--- config.mk ---
export PLATFORM = sky130hd
export DESIGN_NAME = cdll_ctrl
export DESIGN_NICKNAME = d
export VERILOG_FILES = /design/src/hw/rtl/cdll_pkg.sv /design/src/hw/rtl/cdll_ctrl.sv
export SDC_FILE = /design/constraint.sdc
export NUM_CORES = 1
export LEC_CHECK = 0
export ABC_CLOCK_PERIOD_IN_PS = 2090
export BUFFER_PORTS_ARGS = -buffer_cell sky130_fd_sc_hd__clkbuf_2
export CAP_MARGIN = 10
export CORE_AREA = 2 2 39 41
export DETAILED_ROUTE_END_ITERATION = 12
export DIE_AREA = 0 0 41 43
export GPL_TIMING_DRIVEN = 0
export SYNTH_ARGS = -nofsm -noshare
export SYNTH_HDL_FRONTEND = slang
export SYNTH_SLANG_ARGS = --single-unit
--- constraint.sdc ---
create_clock -name clk -period 2.09 [get_ports clk]
set_input_delay 0.209 -clock clk [delete_from_list [all_inputs] [get_ports clk]]
set_output_delay 0.209 -clock clk [all_outputs]
set_load 0.03 [all_outputs]
--- src/hw/rtl/cdll_pkg.sv ---
// shared constants, opcodes and controller/datapath interface types for the cursor list
package cdll_pkg;

    localparam int POOL_NODES_DEF = 256;
    localparam int DATA_W         = 32;
    localparam logic [DATA_W-1:0] SENTINEL_READ = 32'd64;

    localparam int OP_W = 3;
    localparam logic [OP_W-1:0] OP_JUMP_START = 3'd0;
    localparam logic [OP_W-1:0] OP_JUMP_END   = 3'd1;
    localparam logic [OP_W-1:0] OP_STEP_BACK  = 3'd2;
    localparam logic [OP_W-1:0] OP_STEP_FWD   = 3'd3;
    localparam logic [OP_W-1:0] OP_READ       = 3'd4;
    localparam logic [OP_W-1:0] OP_INSERT     = 3'd5;
    localparam logic [OP_W-1:0] OP_REMOVE     = 3'd6;
    localparam logic [OP_W-1:0] OP_CLEAR      = 3'd7;

    typedef struct packed {
        logic accept;
        logic jump_start;
        logic jump_end;
        logic clear;
        logic pool_err;
        logic step_back;
        logic step_fwd;
        logic ins_alloc;
        logic ins_link;
        logic rm_unlink;
        logic rm_free;
    } cmd_t;

    typedef struct packed {
        logic pool_full;
        logic cur_is_data;
    } stat_t;

endpackage

--- src/hw/rtl/cdll_ctrl.sv ---
// sequencer for the cursor list: decodes each request and steps the datapath through it
module cdll_ctrl
(
    input  logic                      clk,
    input  logic                      rst_n,
    input  logic                      start,
    input  logic [cdll_pkg::OP_W-1:0] opcode,
    input  cdll_pkg::stat_t           stat,
    output cdll_pkg::cmd_t            cmd,
    output logic                      busy,
    output logic                      done
);

    localparam logic [2:0] S_IDLE      = 3'd0;
    localparam logic [2:0] S_STEP      = 3'd1;
    localparam logic [2:0] S_INS_ALLOC = 3'd2;
    localparam logic [2:0] S_INS_LINK  = 3'd3;
    localparam logic [2:0] S_RM_UNLINK = 3'd4;
    localparam logic [2:0] S_RM_FREE   = 3'd5;
    localparam logic [2:0] S_DONE      = 3'd6;

    logic [2:0] state_reg;
    logic [2:0] state_next;
    logic       back_reg;
    logic       back_next;
    logic       accept;

    // the result cycle overlaps acceptance of the next request
    assign busy   = (state_reg != S_IDLE) && (state_reg != S_DONE);
    assign done   = (state_reg == S_DONE);
    assign accept = start && !busy;

    always_comb
    begin
        state_next = state_reg;
        back_next  = back_reg;
        cmd        = '0;
        case (state_reg)
            S_IDLE, S_DONE:
            begin
                state_next = S_IDLE;
                if (accept)
                begin
                    cmd.accept = 1'b1;
                    state_next = S_DONE;
                    case (opcode)
                        cdll_pkg::OP_JUMP_START: cmd.jump_start = 1'b1;
                        cdll_pkg::OP_JUMP_END:   cmd.jump_end = 1'b1;
                        cdll_pkg::OP_STEP_BACK,
                        cdll_pkg::OP_STEP_FWD:
                        begin
                            back_next  = (opcode == cdll_pkg::OP_STEP_BACK);
                            state_next = S_STEP;
                        end
                        cdll_pkg::OP_READ: ;
                        cdll_pkg::OP_INSERT:
                        begin
                            if (stat.pool_full)
                            begin
                                cmd.pool_err = 1'b1;
                            end
                            else
                            begin
                                state_next = S_INS_ALLOC;
                            end
                        end
                        cdll_pkg::OP_REMOVE:
                        begin
                            if (stat.cur_is_data)
                            begin
                                state_next = S_RM_UNLINK;
                            end
                        end
                        cdll_pkg::OP_CLEAR: cmd.clear = 1'b1;
                        default: ;
                    endcase
                end
            end
            S_STEP:
            begin
                cmd.step_back = back_reg;
                cmd.step_fwd  = !back_reg;
                state_next    = S_DONE;
            end
            S_INS_ALLOC:
            begin
                cmd.ins_alloc = 1'b1;
                state_next    = S_INS_LINK;
            end
            S_INS_LINK:
            begin
                cmd.ins_link = 1'b1;
                state_next   = S_DONE;
            end
            S_RM_UNLINK:
            begin
                cmd.rm_unlink = 1'b1;
                state_next    = S_RM_FREE;
            end
            S_RM_FREE:
            begin
                cmd.rm_free = 1'b1;
                state_next  = S_DONE;
            end
            default:
            begin
                state_next = S_IDLE;
            end
        endcase
    end

    always_ff @(posedge clk or negedge rst_n)
    begin
        if (!rst_n)
        begin
            state_reg <= S_IDLE;
            back_reg  <= 1'b0;
        end
        else
        begin
            state_reg <= state_next;
            back_reg  <= back_next;
        end
    end

endmodule

**Yosys cells after proc, flatten, opt, wreduce, memory -nomap -nowiden**

Index checks and enable logic that the tools add are counted.

- Register bits: 4
- Input port bits: 8
- Output and inout port bits: 13
- Word-level logic and storage cells: 43

- Equal/unequal tests: 13
- Mux-type cells: 17
- Reductions and logical operators: 11

Operator list:

| operator | number |
|---|---|
| equality test 3 bit, second input constant | 6 |
| equality test 3 x 2 -> 1 bit, second input constant | 4 |
| one-hot mux 3 bit (4 select lines) | 1 |
| 2-to-1 mux 5 bit | 2 |
| 2-to-1 mux 1 bit | 9 |
| one-hot mux 3 bit (3 select lines) | 1 |
| equality test 3 x 1 -> 1 bit, second input constant | 2 |
| logical NOT 3 bit | 2 |
| 2-to-1 mux 3 bit | 2 |
| 2-to-1 mux 2 bit | 2 |
| OR reduction 2 bit | 2 |
| inequality test 3 bit, second input constant | 1 |
| AND reduction 3 bit | 1 |
| nonzero test 3 bit | 1 |
| OR reduction 3 bit | 1 |
| logical AND 1 bit | 2 |
| logical NOT 1 bit | 2 |

**Depth between registers and ports, before layout**

- Depth after elaboration: 6
- Mapped depth: 4
- Depth with buffers taken out: 3

**Worst setup path after synthesis**

Ideal clock, no wire load.

- Path kind: register -> output
- Start: reg state_reg[1]
- End: out cmd[8] (netlist bit)
- Arrival: 1.912 ns
- Required time: 1.881 ns
- Setup slack: -0.031 ns
- Cell stages (with the launch flop): 5
- Buffers on the path: 1
- Cell sequence: dfrtp_1 -> buf_6 -> xnor2_1 -> nand3_2 -> nor4b_1

RTL lines:

| element | line | text |
|---|---|---|
| start: declaration | cdll_ctrl.sv:22 | `logic [2:0] state_reg;` |
| start signal: assignment | cdll_ctrl.sv:121 | `state_reg <= state_next;` |
| end: declaration | cdll_ctrl.sv:9 | `output cdll_pkg::cmd_t cmd,` |

==> out/results.txt <==
Ys Warns: 0
pre-CTS setup slack: 0.447 ns
worst skew pair latency: 0.24 ns
Seq/Total Area, Yosys: 30.4%
Design Power: 0.728 mW
Core ar.: 1380 sq um
max frequency: 532 MHz
Layout Cell Area excl Fill: 488 sq um
synthesized area per cell: 8.03 sq um
RSZ-0062 raised after global routing: no
CTS tree: done
hold buffer count at CTS: 1
Least-Margin Pin Slew: 0.325 ns
max-cap check violation count: 0
fillers: 151
PortBufs: 20
clk_skew: 0.00343 ns
post-synthesis compound-gate area fraction: 7.60%
CP startpoint: state_reg[1]
row count: 14
Routed Antenna Nets: 0
run status: finished clean
CP arrival: 1.67 ns
initial antenna violation count: 0
Hold Vio Cnt, Final: 0
R2R depth: 4
Power Dens Cells: 1490 nW/um^2
gr ovfl total: 0
Chip Height: 43 um
GRT Total Usage: 11.4%
number of synthesized register bits: 4
Pins Over Slew Limit: 0
critical setup path kind: register to output pin
Startpoint Class: register
Slowest-stage cell, CP: dfrtp_1
slowest cell delay on critical path: 0.36 ns
dpl hpwl: 681 um
Routability Congestion: 0.663
Post-Synthesis Net Count: 49
Hold WS: 0.250 ns
reg2reg start: state_reg[1]
post-route minimum period: 1.88 ns
nets: 75
# IOs: 21
worst path cell trace: buf_6 > xnor2_1 > nand3_2 > nor4b_2 > clkbuf_2
max reg flops: 3
vias per inst: 4.68
flop2flop setup slack: 0.76 ns
die width: 41 um
non-filler cells, final: 81
Sinks on Clock Net: 4
largest family of logic cells by synthesized area: simple AND/OR/NAND/NOR gates
Area contributors post-synth: dfrtp_1 30%, inv_1 6.8%, mux2i_1 6.1%
Slew HR: 77.8%
first-pass GRT wire length: 1330 um
predominant post-synthesis flop cell: dfrtp_1
worst setup margin: 0.212 ns
CTS clk-pin slew, worst paths: 0.04 ns
n_diodes: 0
buffer and inverter count on the worst path: 2
Starting Density: 23.8%
period utilisation layout: 89.9%
die area: 1760 sq um
Critical Path End: cmd[8]
clock root buffer master: clkbuf_4
vias in the first global route: 328
final WL: 842 um
share of layout cells above drive strength 1: 40.0%
Util after Layout: 35.3%
final setup fails: 0
Synth area leader: dfrtp_1
Post-Synth Adder-Cell Area: 0%
most common library cells after synthesis: 6 x inv_1, 4 x dfrtp_1, 4 x nor2_1, 4 x nor3_1, 3 x nand2_1
placed cell area: 455 sq um
xor/xnor cell area share of the yosys netlist: 2.66%
wire length per cell: 10.4 um
First-pass DRT Iterations: 2
post-synthesis async set-or-reset flop share: 100%
Yosys top cell area share: 30.4%
Area growth syn-to-layout: 48.3%
via count: 379
crit-path leading delay family: simple AND/OR/NAND/NOR gates
Mapped Area: 329 sq um
DRC Markers: 0
HP Class: input pin to register
Worst Path Required: 1.88 ns
post-synth cell types: 22
CP Max Fanout: 7
peak supply drop: 0.397 mV
most frequent cell after synthesis: inv_1
post-placement cell count: 77
Max H-tree Level: 1
worst r2r dst: state_reg[2]
largest net degree at the start of global routing: 8
TNS Setup: 0 ns
post-synthesis mux area share: 6.08%
1st-iter DRT viols: 1
Crit path depth: 5
type of element capturing the critical path: output pin
number of synthesized flops with an enable pin: 0
Post-Synthesis Cells: 41
leakage power: 0.265 nW
Clock Path Buffers: 2
Post CTS Setup Buffer Count: 0
post-synthesis simple-gate area fraction: 43.0%
# resized after CTS: 0
total CTS buffers: 3
-- worst register-to-register path, stage by stage (launching register included) --
cell and delay, ns:
dfrtp_1 0.36, buf_6 0.13, xnor2_1 0.26, nand3_2 0.18, o311ai_1 0.30
-- cells in the final DEF, fill, tap and decap left out, drive strengths merged, types with 2 or more instances in the layout --
| master | synthesis | final |
|---|---|---|
| nor2 | 4 | 4 |
| clkbuf | 0 | 23 |
| inv | 6 | 6 |
| nor2b | 2 | 2 |
| mux2i | 2 | 2 |
| dfrtp | 4 | 4 |
| nand2 | 3 | 3 |
| nor3 | 4 | 4 |
| nor4b | 2 | 2 |
-- metal layers --
metal | vias up | part of all wire, % | GRT usage, %
met5 | - | 0 | 0
met4 | 0 | 2.5 | 10.0
li1 | 193 | - | -
met1 | 169 | 46 | 13.9
met3 | 2 | 6.3 | 1.57
met2 | 15 | 45 | 16.3
-- worst min path at each step --
stage,start,end,slack [ns],cells after the start
after global placement,rst_n,state_reg[0],0.02,1
final,opcode[0],back_reg,0.25,2
after CTS,opcode[0],back_reg,0.25,2
after global routing,opcode[0],back_reg,0.28,2
after detailed placement,rst_n,state_reg[0],0.02,1
after floorplan,rst_n,back_reg,-0.09,0
-- layout make-up --
type | instances | area (sq um) | share of cell area (%)
buffer | 1 | 11.3 | 2.31
sequential | 4 | 100 | 20.5
multi-input combinational | 30 | 201 | 41.3
tap | 16 | 20.0 | 4.10
clock buffer | 3 | 22.5 | 4.62
inverter | 6 | 22.5 | 4.62
timing repair buffer | 21 | 110 | 22.6
-- logic make-up (layout without fill, tap and decap cells) --
logic type,count (synthesis),after routing
muxes,2,2
AOI/OAI and AO/OA,3,3
buffers and inverters,7,31
DFF,4,4
and+or+nand+nor,24,24
xor gates and xnor gates,1,1
-- power breakdown --
part           switching (mW)  internal [mW]  leakage (nW)
Sequential             0.0353          0.116        0.0463
Clock                  0.0361         0.0645        0.0138
Combinational           0.319          0.157         0.205
Total                   0.390          0.338         0.265
No activity file was read; power rests on OpenSTA's default activity.
